$ cat config.mk
export PLATFORM = sky130hd
export DESIGN_NAME = bgtu_fp_unit
export DESIGN_NICKNAME = d
export VERILOG_FILES = /design/src/rtl/core/bgtu_pkg.sv /design/src/rtl/core/bgtu_fp_unit.sv
export SDC_FILE = /design/constraint.sdc
export NUM_CORES = 2
export LEC_CHECK = 0
export ABC_AREA = 0
export ABC_CLOCK_PERIOD_IN_PS = 18800
export BUFFER_PORTS_ARGS = -buffer_cell sky130_fd_sc_hd__buf_2
export CORE_MARGIN = 8
export CORE_UTILIZATION = 39
export CTS_CLUSTER_SIZE = 12
export DETAILED_ROUTE_END_ITERATION = 16
export SLEW_MARGIN = 15
export SYNTH_ARGS = -nofsm -noshare
export SYNTH_HDL_FRONTEND = slang
export SYNTH_SLANG_ARGS = --single-unit
$ cat constraint.sdc
create_clock -name clk -period 18.8 [get_ports clk]
set_input_delay 3.76 -clock clk [delete_from_list [all_inputs] [get_ports clk]]
set_output_delay 3.76 -clock clk [all_outputs]
set_load 0.05 [all_outputs]
$ cat src/rtl/core/bgtu_pkg.sv
`default_nettype none
package bgtu_pkg;

    localparam int MAX_ROWS_DEF  = 8;
    localparam int MAX_COLS_DEF  = 8;
    localparam int MAX_DEPTH_DEF = 64;

    // request kinds
    localparam logic [1:0] KIND_LOAD_A  = 2'd0;
    localparam logic [1:0] KIND_LOAD_B  = 2'd1;
    localparam logic [1:0] KIND_LOAD_C  = 2'd2;
    localparam logic [1:0] KIND_COMPUTE = 2'd3;

    // configuration register indexes
    localparam logic [1:0] CFG_ROWS  = 2'd0;
    localparam logic [1:0] CFG_COLS  = 2'd1;
    localparam logic [1:0] CFG_DEPTH = 2'd2;
    localparam logic [1:0] CFG_ALPHA = 2'd3;

    localparam logic [31:0] FP32_QNAN = 32'h7FC0_0000;
    localparam logic [15:0] BF16_QNAN = 16'h7FC0;

    typedef enum logic {
        FP_MUL = 1'b0,
        FP_ADD = 1'b1
    } fp_op_t;

    typedef struct packed {
        logic   issue;
        fp_op_t op;
    } fp_ctrl_t;

    typedef enum logic [3:0] {
        S_IDLE,
        S_ELEM,
        S_MUL,
        S_MUL_WAIT,
        S_ADD,
        S_ADD_WAIT,
        S_SCALE,
        S_SCALE_WAIT,
        S_TOTAL,
        S_TOTAL_WAIT,
        S_OUT
    } state_t;

    typedef struct packed {
        logic [1:0]  kind;
        logic [2:0]  row;
        logic [2:0]  col;
        logic [5:0]  depth_index;
        logic [15:0] value;
    } in_req_t;

    typedef struct packed {
        logic [2:0]  out_row;
        logic [2:0]  out_col;
        logic [15:0] out_value;
        logic        last;
    } out_req_t;

    function automatic logic [31:0] widen_bf16(input logic [15:0] v);
        return {v, 16'h0000};
    endfunction

    // fp32 -> bf16, round to nearest even, any NaN becomes the canonical one
    function automatic logic [15:0] narrow_bf16(input logic [31:0] w);
        logic [31:0] sum;
        sum = w + 32'h0000_7FFF + {31'b0, w[16]};
        if (w[30:23] == 8'hFF && w[22:0] != 23'b0)
            return BF16_QNAN;
        return sum[31:16];
    endfunction

endpackage
`default_nettype wire

$ cat src/rtl/core/bgtu_fp_unit.sv
`default_nettype none
// fp32 multiply or add, round to nearest even, subnormals kept.
// Two stages: exact wide result, then normalize and round.
module bgtu_fp_unit (
    input  wire logic              clk,
    input  wire logic              rst_n,
    input  wire bgtu_pkg::fp_ctrl_t ctrl,
    input  wire logic [31:0]       a,
    input  wire logic [31:0]       b,
    output logic                   done,
    output logic [31:0]            result
);

    // stage A registers
    logic               va_reg;
    logic               nan_reg, inf_reg, sign_reg;
    logic [50:0]        mant_reg;
    logic signed [11:0] x_reg;

    logic               nan_next, inf_next, sign_next;
    logic [50:0]        mant_next;
    logic signed [11:0] x_next;

    logic        done_reg;
    logic [31:0] result_reg, result_next;

    // operand decode
    logic        sa, sb, a_nan, b_nan, a_inf, b_inf, a_zero, b_zero;
    logic [23:0] ma, mb;
    logic [8:0]  xa, xb;
    logic        swap;
    logic        sbig;
    logic [23:0] mbig, msmall;
    logic [8:0]  xbig, xsmall, exp_gap;
    logic [5:0]  dc;
    logic [113:0] align_ext;
    logic [49:0] small_al;
    logic [47:0] prod;

    always_comb
    begin
        sa     = a[31];
        sb     = b[31];
        a_nan  = (a[30:23] == 8'hFF) && (a[22:0] != 23'b0);
        b_nan  = (b[30:23] == 8'hFF) && (b[22:0] != 23'b0);
        a_inf  = (a[30:23] == 8'hFF) && (a[22:0] == 23'b0);
        b_inf  = (b[30:23] == 8'hFF) && (b[22:0] == 23'b0);
        a_zero = (a[30:0] == 31'b0);
        b_zero = (b[30:0] == 31'b0);
        ma     = {a[30:23] != 8'h00, a[22:0]};
        mb     = {b[30:23] != 8'h00, b[22:0]};
        xa     = (a[30:23] == 8'h00) ? 9'd1 : {1'b0, a[30:23]};
        xb     = (b[30:23] == 8'h00) ? 9'd1 : {1'b0, b[30:23]};

        swap    = (b[30:0] > a[30:0]);
        sbig    = swap ? sb : sa;
        mbig    = swap ? mb : ma;
        msmall  = swap ? ma : mb;
        xbig    = swap ? xb : xa;
        xsmall  = swap ? xa : xb;
        exp_gap = xbig - xsmall;
        dc      = (exp_gap > 9'd63) ? 6'd63 : exp_gap[5:0];
        align_ext = {msmall, 26'b0, 64'b0} >> dc;
        small_al  = align_ext[113:64] | {49'b0, |align_ext[63:0]};
        prod      = ma * mb;

        if (ctrl.op == bgtu_pkg::FP_MUL)
        begin
            nan_next  = a_nan || b_nan || (a_inf && b_zero) || (a_zero && b_inf);
            inf_next  = a_inf || b_inf;
            sign_next = sa ^ sb;
            mant_next = {3'b0, prod};
            x_next    = $signed(12'({3'b0, xa}) + 12'({3'b0, xb}) - 12'd300);
        end
        else
        begin
            nan_next  = a_nan || b_nan || (a_inf && b_inf && (sa != sb));
            inf_next  = a_inf || b_inf;
            if (sa != sb)
                mant_next = {1'b0, mbig, 26'b0} - {1'b0, small_al};
            else
                mant_next = {1'b0, mbig, 26'b0} + {1'b0, small_al};
            // exact zero sum is +0 unless both operands are -0
            if (a_inf)
                sign_next = sa;
            else if (b_inf)
                sign_next = sb;
            else if (mant_next == 51'b0)
                sign_next = sa & sb;
            else
                sign_next = sbig;
            x_next = $signed(12'({3'b0, xbig}) - 12'd176);
        end
    end

    // stage B: normalize and round
    logic [5:0]         msb;
    logic signed [11:0] lsb_exp, shamt;
    logic [5:0]         rsh;
    logic [114:0]       round_ext;
    logic [24:0]        mfin;
    logic               rbit, sticky;
    logic [11:0]        base;
    logic [35:0]        field;

    always_comb
    begin
        msb = 6'd0;
        for (int i = 0; i < 51; i++)
        begin
            if (mant_reg[i])
                msb = 6'(i);
        end
        lsb_exp = x_reg + $signed({6'b0, msb}) - 12'sd23;
        if (lsb_exp < -12'sd149)
            lsb_exp = -12'sd149;
        shamt = lsb_exp - x_reg;
        rsh   = (shamt > 12'sd63) ? 6'd63 : shamt[5:0];
        round_ext = {mant_reg, 64'b0} >> rsh;
        rbit   = round_ext[63];
        sticky = |round_ext[62:0];
        if (shamt < 12'sd0)
            mfin = 25'(mant_reg << (-shamt));
        else
            mfin = round_ext[88:64] + {24'b0, rbit & (sticky | round_ext[64])};
        base  = 12'(lsb_exp + 12'sd149);
        field = {4'b0, base[8:0], 23'b0} + {11'b0, mfin};

        if (nan_reg)
            result_next = bgtu_pkg::FP32_QNAN;
        else if (inf_reg)
            result_next = {sign_reg, 8'hFF, 23'b0};
        else if (mant_reg == 51'b0)
            result_next = {sign_reg, 31'b0};
        else if (field >= 36'h0_7F80_0000)
            result_next = {sign_reg, 8'hFF, 23'b0};
        else
            result_next = {sign_reg, field[30:0]};
    end

    always_ff @(posedge clk or negedge rst_n)
    begin
        if (!rst_n)
        begin
            va_reg   <= 1'b0;
            done_reg <= 1'b0;
        end
        else
        begin
            va_reg   <= ctrl.issue;
            done_reg <= va_reg;
        end
    end

    always_ff @(posedge clk)
    begin
        if (ctrl.issue)
        begin
            nan_reg  <= nan_next;
            inf_reg  <= inf_next;
            sign_reg <= sign_next;
            mant_reg <= mant_next;
            x_reg    <= x_next;
        end
        if (va_reg)
            result_reg <= result_next;
    end

    assign done   = done_reg;
    assign result = result_reg;

endmodule
`default_nettype wire

==> flow_metrics.env <==
export IMPL_netlist_instances=5439
export IMPL_hold_depth=1
export IMPL_root_buffer="clkbuf_16"
export IMPL_netlist_area_sq_um=41700
export IMPL_final_nets=6162
export IMPL_critPathMostFrequentCell="nor3_1"
export IMPL_io_buffers=100
export IMPL_synthFlopType="edfxtp_1"
export IMPL_syn_num_nets=6329
export IMPL_grt_overflow_total=0
export IMPL_grt_max_degree=84
export IMPL_drtAntennaViolNets=0
export IMPL_cts_tree="done"
export IMPL_routed_via_count=42000
export IMPL_synth_edf_count=96
export IMPL_antenna_found_initial=4
export IMPL_setup_violations=0
export IMPL_synth_most_common_cell="nand2_1"
export IMPL_fin_skew_ns=0.0133
export IMPL_multi_input_area_sq_um=34700
export IMPL_synth_cell_types=112
export IMPL_htree_levels=3
export IMPL_critPathMaxFanout=22
export IMPL_synth_top_area_cell="fa_1"
export IMPL_fill_cells=11000
export IMPL_syn_to_final_growth_pct=4.86
export IMPL_reg2reg_slack_ns=1.31
export IMPL_clockBufferDepth=2
export IMPL_synth_seq_cells=98
export IMPL_drive_gt1_share_pct=7.77
export IMPL_yosysWarnings=0
export IMPL_worstReg2RegEnd="result[14]"
export IMPL_min_from="sign_reg"
export IMPL_finalSetupTns_ns=0
export IMPL_grt_pass1_vias=40900
export IMPL_worst_hold_path_type="flip-flop to flip-flop"
export IMPL_grt_use_total_pct=28.4
export IMPL_worst_pin_slew_ns=1.13
export IMPL_drv_cap=0
export IMPL_viasPerCell=6.28
export IMPL_end_kind="flip-flop"
export IMPL_synthTopCellsByArea="fa_1 23%, ha_1 10%, edfxtp_1 6.9%, nand2_1 6.5%, inv_1 6.1%"
export IMPL_rsz0062_at_grt="no"
export IMPL_timing_final_crit_share_pct=93.1
export IMPL_crit_path_max_incr_delay_ns=0.77
export IMPL_timing_fmax_mhz=57.2
export IMPL_synth_common_cells="719 x nand2_1, 681 x inv_1, 488 x fa_1, 347 x nor2_1, 334 x ha_1"
export IMPL_initial_utilization_pct=39.1
export IMPL_routed_wl_um=172000
export IMPL_seq_area_sq_um=2930
export IMPL_r2r_start="mant_reg[3]"
export IMPL_min_period_ns=17.49
export IMPL_die_width_um=343
export IMPL_reg2regPathDepth=74
export IMPL_drtPass1Iterations=9
export IMPL_status="complete, no violations"
export IMPL_die_area_sq_um=118000
export IMPL_cts_resized=0
export IMPL_seq_area_frac_synth_pct=7.03
export IMPL_critPathRequiredTime_ns=19.02
export IMPL_placementRows=120
export IMPL_clock_latency_ns=0.37
export IMPL_cts_buffers=9
export IMPL_syn_area_per_cell_sq_um=7.67
export IMPL_ctsHoldBuffers=0
export IMPL_clk_pin_slew_ns=0.08
export IMPL_wl_per_cell_um=25.7
export IMPL_place_congestion=1.02
export IMPL_grt_pass1_wl_um=260000
export IMPL_relSlewSlack_pct=24.5
export IMPL_hold_path_end="result[31]"
export IMPL_post_cts_buffers=0
export IMPL_drtIter0Drc=4969
export IMPL_hold_violations=0
export IMPL_utilization_pct=41.0
export IMPL_die_y_um=343
export IMPL_start_kind="flip-flop"
export IMPL_critPathArrivalTime_ns=17.71
export IMPL_largest_reg_flops=51
export IMPL_drv_slew=0
export IMPL_route_detailed_drc=0
export IMPL_cts_sinks=98
export IMPL_core_sq_um=107000
export IMPL_slowest_stage="o21ai_2"
export IMPL_place_detailed_hpwl_um=131000
export IMPL_critPathKind="flip-flop to flip-flop"
export IMPL_async_reset_ff_share_pct=2.04
export IMPL_pin_count=101
export IMPL_yosys_area_top_type_share_pct=23.4
## how the worst max path moves through the flow
stage | startpoint | endpoint
2_1_floorplan | mant_reg[1] | result[14]
3_3_place_gp | a[22] | sign_reg
3_5_place_dp | mant_reg[3] | result[14]
4_1_cts | mant_reg[3] | result[14]
5_1_grt | mant_reg[1] | result[13]
6_report | mant_reg[3] | result[14]
## stage by stage
step	hold WS, ns	cells	instance area [sq um]	setup WS, ns
3_5_place_dp	0.544	6664	43400	1.73
5_1_grt	0.591	6680	43700	0.0269
4_1_cts	0.562	6680	43700	1.66
6_report	0.554	6683	43700	1.31
2_1_floorplan	0.509	5439	41700	4.15
3_3_place_gp	0.563	6664	43400	1.75
## cells by family after synthesis
| family | synth area share, % |
|---|---|
| and+or+nand+nor | 21.0 |
| AOI/OAI and AO/OA | 20.8 |
| buffers and inverters | 10.1 |
| adders and majority gates | 33.4 |
| xor gates and xnor gates | 3.23 |
| muxes | 4.40 |
| DFF | 7.03 |
## area by class of cell
cell class	count	share of cell area [%]
timing repair buffer	228	3.37
sequential	98	6.71
clock buffer	9	0.515
clock inverter	7	0.186
inverter	685	5.88
tap	1403	4.01
antenna	3	0.0172
multi-input combinational	4250	79.3
## metal layers
layer	global-route usage, %	up-vias	wire length (um)
met5	0	-	27
met4	12.7	4	9190
met3	6.03	525	17900
met2	43.8	2499	74200
met1	38.2	20500	70300
li1	-	18400	-
## worst max-delay path, delay by kind of cell, from the launching register on
| kind | cells | cell delay (ns) |
|---|---|---|
| AO/OA/AOI/OAI | 22 | 4.79 |
| XOR/XNOR | 1 | 0.21 |
| adder cells (fa/ha/maj) | 8 | 2.39 |
| buffers and inverters | 5 | 0.51 |
| flip-flops | 1 | 0.54 |
| multiplexers | 1 | 0.46 |
| AND/OR/NAND/NOR | 37 | 8.38 |
## cells in the final DEF (no fill, tap or decap), drive strengths merged, types with 29 or more instances in the layout
cell	n
or3	30
edfxtp	96
or2	29
o21ai	257
mux4	30
and2	154
a21oi	315
nand2b	47
nor4	54
o22ai	46
nand2	721
inv	683
o211ai	52
nor2	351
and3	36
nor3	132
o31ai	32
a31oi	43
mux2i	82
xnor2	93
mux2	30
a2111oi	30
a21o	50
o21bai	34
xor2	61
nand4	60
a211oi	78
nand3	165
fa	488
ha	334
buf	228
Power is left out: the tool's default activity adds up to more than one toggle a clock period on the data nets, which glitch-free logic cannot reach.
